[src/rpn_pkg.sv]
package rpn_pkg;

  localparam int DATA_W = 32;
  localparam int STACK_DEPTH_DEF = 128;
  localparam int FRACTION_BITS_DEF = 16;

  typedef enum logic [2:0] {
    CMD_PUSH    = 3'd0,
    CMD_ADD     = 3'd1,
    CMD_MUL     = 3'd2,
    CMD_NEG     = 3'd3,
    CMD_DIV     = 3'd4,
    CMD_MOD     = 3'd5,
    CMD_SHOW    = 3'd6,
    CMD_UNKNOWN = 3'd7
  } cmd_t;

  typedef enum logic [2:0] {
    ST_OK      = 3'd0,
    ST_FULL    = 3'd1,
    ST_EMPTY   = 3'd2,
    ST_ZERODIV = 3'd3,
    ST_UNKNOWN = 3'd4
  } status_t;

  typedef enum logic [2:0] {
    OP_NONE,
    OP_ADD,
    OP_NEG,
    OP_MUL,
    OP_MULSAT,
    OP_DIVQ,
    OP_MODR
  } op_t;

  typedef struct packed {
    cmd_t                      command;
    logic signed [DATA_W-1:0]  operand_value;
  } in_item_t;

  typedef struct packed {
    logic signed [DATA_W-1:0]  result_value;
    status_t                   status;
  } out_item_t;

  typedef struct packed {
    logic    load;
    logic    pop;
    logic    pop_a;
    logic    cap;
    logic    push;
    logic    top_rd;
    logic    top_cap;
    logic    show;
    logic    note;
    status_t note_code;
    op_t     op;
    logic    div_load;
    logic    div_mod;
  } dp_cmd_t;

  typedef struct packed {
    logic b_zero;
    logic ib_zero;
    logic div_busy;
  } dp_stat_t;

endpackage

[src/rpn_ctrl.sv]
module rpn_ctrl
  import rpn_pkg::*;
(
  input  logic     clk,
  input  logic     rst,
  input  logic     start,
  input  cmd_t     command,
  input  dp_stat_t stat,
  output dp_cmd_t  ctl,
  output logic     busy,
  output logic     done
);

  typedef enum logic [3:0] {
    S_IDLE,
    S_PUSH,
    S_POP_B,
    S_CAP_B,
    S_CHK_B,
    S_POP_A,
    S_CAP_A,
    S_EXEC,
    S_MUL_SAT,
    S_DIV_LD,
    S_DIV_RUN,
    S_DIV_FIN,
    S_SHOW,
    S_TOP,
    S_TOP_CAP,
    S_DONE
  } state_t;

  state_t state;
  state_t state_next;
  cmd_t   cmd;

  always_comb begin
    state_next = state;
    ctl        = '0;
    ctl.note_code = ST_OK;
    ctl.op        = OP_NONE;
    ctl.div_mod   = cmd == CMD_MOD;
    case (state)
      S_IDLE: begin
        if (start) begin
          ctl.load = 1'b1;
          case (command)
            CMD_PUSH: state_next = S_PUSH;
            CMD_NEG, CMD_SHOW: state_next = S_POP_A;
            CMD_ADD, CMD_MUL, CMD_DIV, CMD_MOD: state_next = S_POP_B;
            default: begin
              ctl.note      = 1'b1;
              ctl.note_code = ST_UNKNOWN;
              state_next    = S_TOP;
            end
          endcase
        end
      end
      S_PUSH: begin
        ctl.push   = 1'b1;
        state_next = S_TOP;
      end
      S_POP_B: begin
        ctl.pop    = 1'b1;
        state_next = S_CAP_B;
      end
      S_CAP_B: begin
        ctl.cap    = 1'b1;
        state_next = (cmd inside {CMD_DIV, CMD_MOD}) ? S_CHK_B : S_POP_A;
      end
      S_CHK_B: begin
        if ((cmd == CMD_DIV && stat.b_zero) || (cmd == CMD_MOD && stat.ib_zero)) begin
          ctl.note      = 1'b1;
          ctl.note_code = ST_ZERODIV;
          state_next    = S_TOP;
        end else begin
          state_next = S_POP_A;
        end
      end
      S_POP_A: begin
        ctl.pop    = 1'b1;
        ctl.pop_a  = 1'b1;
        state_next = S_CAP_A;
      end
      S_CAP_A: begin
        ctl.cap   = 1'b1;
        ctl.pop_a = 1'b1;
        case (cmd)
          CMD_SHOW: state_next = S_SHOW;
          CMD_DIV, CMD_MOD: state_next = S_DIV_LD;
          default: state_next = S_EXEC;
        endcase
      end
      S_EXEC: begin
        case (cmd)
          CMD_ADD: begin
            ctl.op     = OP_ADD;
            state_next = S_PUSH;
          end
          CMD_MUL: begin
            ctl.op     = OP_MUL;
            state_next = S_MUL_SAT;
          end
          default: begin
            ctl.op     = OP_NEG;
            state_next = S_PUSH;
          end
        endcase
      end
      S_MUL_SAT: begin
        ctl.op     = OP_MULSAT;
        state_next = S_PUSH;
      end
      S_DIV_LD: begin
        ctl.div_load = 1'b1;
        state_next   = S_DIV_RUN;
      end
      S_DIV_RUN: begin
        if (!stat.div_busy) begin
          state_next = S_DIV_FIN;
        end
      end
      S_DIV_FIN: begin
        ctl.op     = (cmd == CMD_MOD) ? OP_MODR : OP_DIVQ;
        state_next = S_PUSH;
      end
      S_SHOW: begin
        ctl.show   = 1'b1;
        state_next = S_DONE;
      end
      S_TOP: begin
        ctl.top_rd = 1'b1;
        state_next = S_TOP_CAP;
      end
      S_TOP_CAP: begin
        ctl.top_cap = 1'b1;
        state_next  = S_DONE;
      end
      S_DONE: begin
        state_next = S_IDLE;
      end
      default: begin
        state_next = S_IDLE;
      end
    endcase
  end

  always_ff @(posedge clk) begin
    if (rst) begin
      state <= S_IDLE;
      busy  <= 1'b0;
      done  <= 1'b0;
      cmd   <= CMD_PUSH;
    end else begin
      state <= state_next;
      busy  <= state_next != S_IDLE;
      done  <= state_next == S_DONE;
      if (state == S_IDLE && start) begin
        cmd <= command;
      end
    end
  end

endmodule

[config.mk]
export PLATFORM = sky130hd
export DESIGN_NAME = rpn_ctrl
export DESIGN_NICKNAME = d
export VERILOG_FILES = /design/src/rpn_pkg.sv /design/src/rpn_ctrl.sv
export SDC_FILE = /design/constraint.sdc
export NUM_CORES = 1
export LEC_CHECK = 0
export CORE_MARGIN = 2
export CORE_UTILIZATION = 30
export DETAILED_ROUTE_END_ITERATION = 6
export DONT_BUFFER_PORTS = 1
export MAX_ROUTING_LAYER = met4
export PLACE_DENSITY = 0.47
export SLEW_MARGIN = 20
export SYNTH_ARGS = -nofsm -noshare
export SYNTH_HDL_FRONTEND = slang
export SYNTH_SLANG_ARGS = --single-unit
[constraint.sdc]
create_clock -name clk -period 1.69 [get_ports clk]
set_input_delay 0.2535 -clock clk [delete_from_list [all_inputs] [get_ports clk]]
set_output_delay 0.2535 -clock clk [all_outputs]
set_load 0.01 [all_outputs]
==> results.json <==
{
  "cts_tree": "done",
  "synth_area_um2": 783,
  "postCtsHoldBufs": 0,
  "drc": 0,
  "path_max_fanout": 4,
  "crit_arrival_ns": 1.85,
  "gp_congestion": 0.886,
  "wl_per_cell_um": 15.4,
  "fin_cells": 159,
  "slew_violations": 0,
  "rows": 18,
  "powerDensity_nw_per_um2": 1850,
  "syn_nets": 112,
  "drive_above_1_share_pct": 48.8,
  "h-tree-depth": 1,
  "tightest_slew_ns": 0.399,
  "cts_max_path_buffers": 2,
  "synthCells": 103,
  "ant_nets": 0,
  "layout_commonest_cell": "buf_4",
  "worst_setup_path_start_kind": "register",
  "required_ns": 1.83,
  "finalCritPeriodShare_pct": 101,
  "placed_area_um2": 936,
  "grt_pass1_wl_um": 3670,
  "max-slew-margin-rel_pct": 73.3,
  "timing.fmax_mhz": 584,
  "vias": 888,
  "violations": "setup timing",
  "design_area_um2": 1150,
  "setup_tns_ns": -0.0222,
  "end_kind": "register",
  "avgSynthCellArea_um2": 7.60,
  "yosys.area.top_type_share_pct": 23.0,
  "insertion_delay_ns": 0.27,
  "maxCapViolations": 0,
  "synth_edf_count": 0,
  "syn2layout_area_growth_pct": 47.3,
  "fillers": 262,
  "viasPerCell": 5.58,
  "grt_pass1_vias": 802,
  "grt_max_degree": 12,
  "post-place-cells": 148,
  "nets": 139,
  "synthArstFlopShare_pct": 0,
  "period_minus_slack_ns": 1.71,
  "yosys_warnings": 0,
  "setup_violations": 1,
  "rsz0062_at_grt": "yes",
  "drtIter0Drc": 19,
  "die_x_um": 55.1,
  "hold_class": "input port to register",
  "synth_seq_area_share_pct": 23.0,
  "start_util_pct": 31.6,
  "final_cell_mix": "buf_4 (20), nor2_1 (16), buf_6 (9)",
  "ys_top_cells_by_area": "dfxtp_1 (23%), nor2_1 (9.6%), nand2b_1 (4.8%)",
  "post-synth-top-area-cell": "dfxtp_1",
  "port_buffers": 0,
  "cts-buffers-inserted": 3,
  "core_um2": 2480,
  "die_area_um2": 3040,
  "dominantRegCellSynth": "dfxtp_1",
  "hold_viol_final": 0,
  "setup.worst_path.class": "register to register",
  "dp_hpwl_um": 1690,
  "cts.sink_count": 9,
  "p_leak_nw": 0.461,
  "fin_ws_ns": -0.0222,
  "cts-root-buf": "clkbuf_4",
  "clkTransAtPathRegs_ns": 0.07,
  "ios": 28,
  "finalWirelength_um": 2450,
  "fin_skew_ns": 0.000766,
  "overflow": 0,
  "drt_pass1_iterations": 4,
  "status": "finished, violations left",
  "num_antenna_cells": 0,
  "synth_cell_type_count": 42,
  "antenna_found_initial": 0,
  "track_usage_pct": 17.3,
  "die-height_um": 55.1,
  "holdWs_ns": 0.0383,
  "yosys_register_bits": 9,
  "finish.utilization_pct": 46.6,
  "peakVddDrop_mv": 0.788
}
[stage by stage]
stage | setup WS [ns] | power [W]
after floorplan | 0.133 | 0.00118
after global placement | 0.0323 | 0.00157
after detailed placement | 0.0345 | 0.00157
after CTS | -0.0317 | 0.00190
after global routing | -0.0784 | 0.00228
final | -0.0222 | 0.00214
[worst max-delay path, cell delays in order, from the launching register on]
cell and delay [ns]:
dfxtp_4 0.36, buf_4 0.13, nor2b_1 0.12, or4_4 0.42, a32oi_2 0.27, and2_4 0.18
a41oi_2 0.10
[power by group]
| part | leakage [nW] | total (W) | switching, W | internal, W |
|---|---|---|---|---|
| Clock | 0.0177 | 0.000174 | 0.0000866 | 0.0000876 |
| Combinational | 0.367 | 0.00155 | 0.000747 | 0.000805 |
| Sequential | 0.0768 | 0.000412 | 0.000108 | 0.000304 |
[cell usage after synthesis, types with 2 or more instances]
library cell,number
nand2b_1,6
buf_6,2
clkbuf_1,2
mux2i_1,3
buf_4,2
nand3_1,3
nor2_1,20
and3_1,2
a211oi_1,2
nand2_1,3
and2_1,3
nor3_1,3
o21ai_0,3
dfxtp_1,9
a21oi_1,6
nor2b_1,6
xor2_1,2
a32oi_1,2
[timing repair]
item,CTS,global route
pin swaps,4,5
hold endpoints to repair,0,0
setup buffers,4,3
cloned,0,0
resized for setup,18,24
endpoints found under the setup margin,7,10
[final timing paths]
check | endpoint | from | depth (start not counted) | slack, ns
max | busy | state[3] | 6 | -0.02
min | state[3] | rst | 1 | 0.04
max reg2reg | busy | state[3] | 6 | -0.02
min reg2reg | cmd[1] | cmd[1] | 2 | 0.55
[state kept, by name (all words and copies together) (netlist names)]
signal / cells
cmd: 3
busy: 1
done: 1
state: 4
[cells by family after synthesis]
| logic type | Yosys count | share of synthesized area, % |
|---|---|---|
| flops | 9 | 23.0 |
| compound gates | 22 | 19.0 |
| xor+xnor | 2 | 2.24 |
| simple gates | 58 | 43.6 |
| mux | 4 | 5.27 |
| buf+inv | 8 | 6.87 |
[routing by layer]
layer  track usage (%)  wire length (um)
met5                 -                 0
met4              4.88                34
met1              22.5              1080
met2              27.2              1160
met3              3.76               169
[area by class of cell]
type / instances / area [um2] / area share [%]
Clock inverter: 1 / 5.00 / 0.434
Multi-Input combinational cell: 86 / 639 / 55.4
Timing Repair Buffer: 29 / 251 / 21.8
Clock buffer: 3 / 22.5 / 1.95
Inverter: 1 / 3.75 / 0.325
Tap cell: 30 / 37.5 / 3.25
Sequential cell: 9 / 194 / 16.8
(Power assumes the default switching activity.)
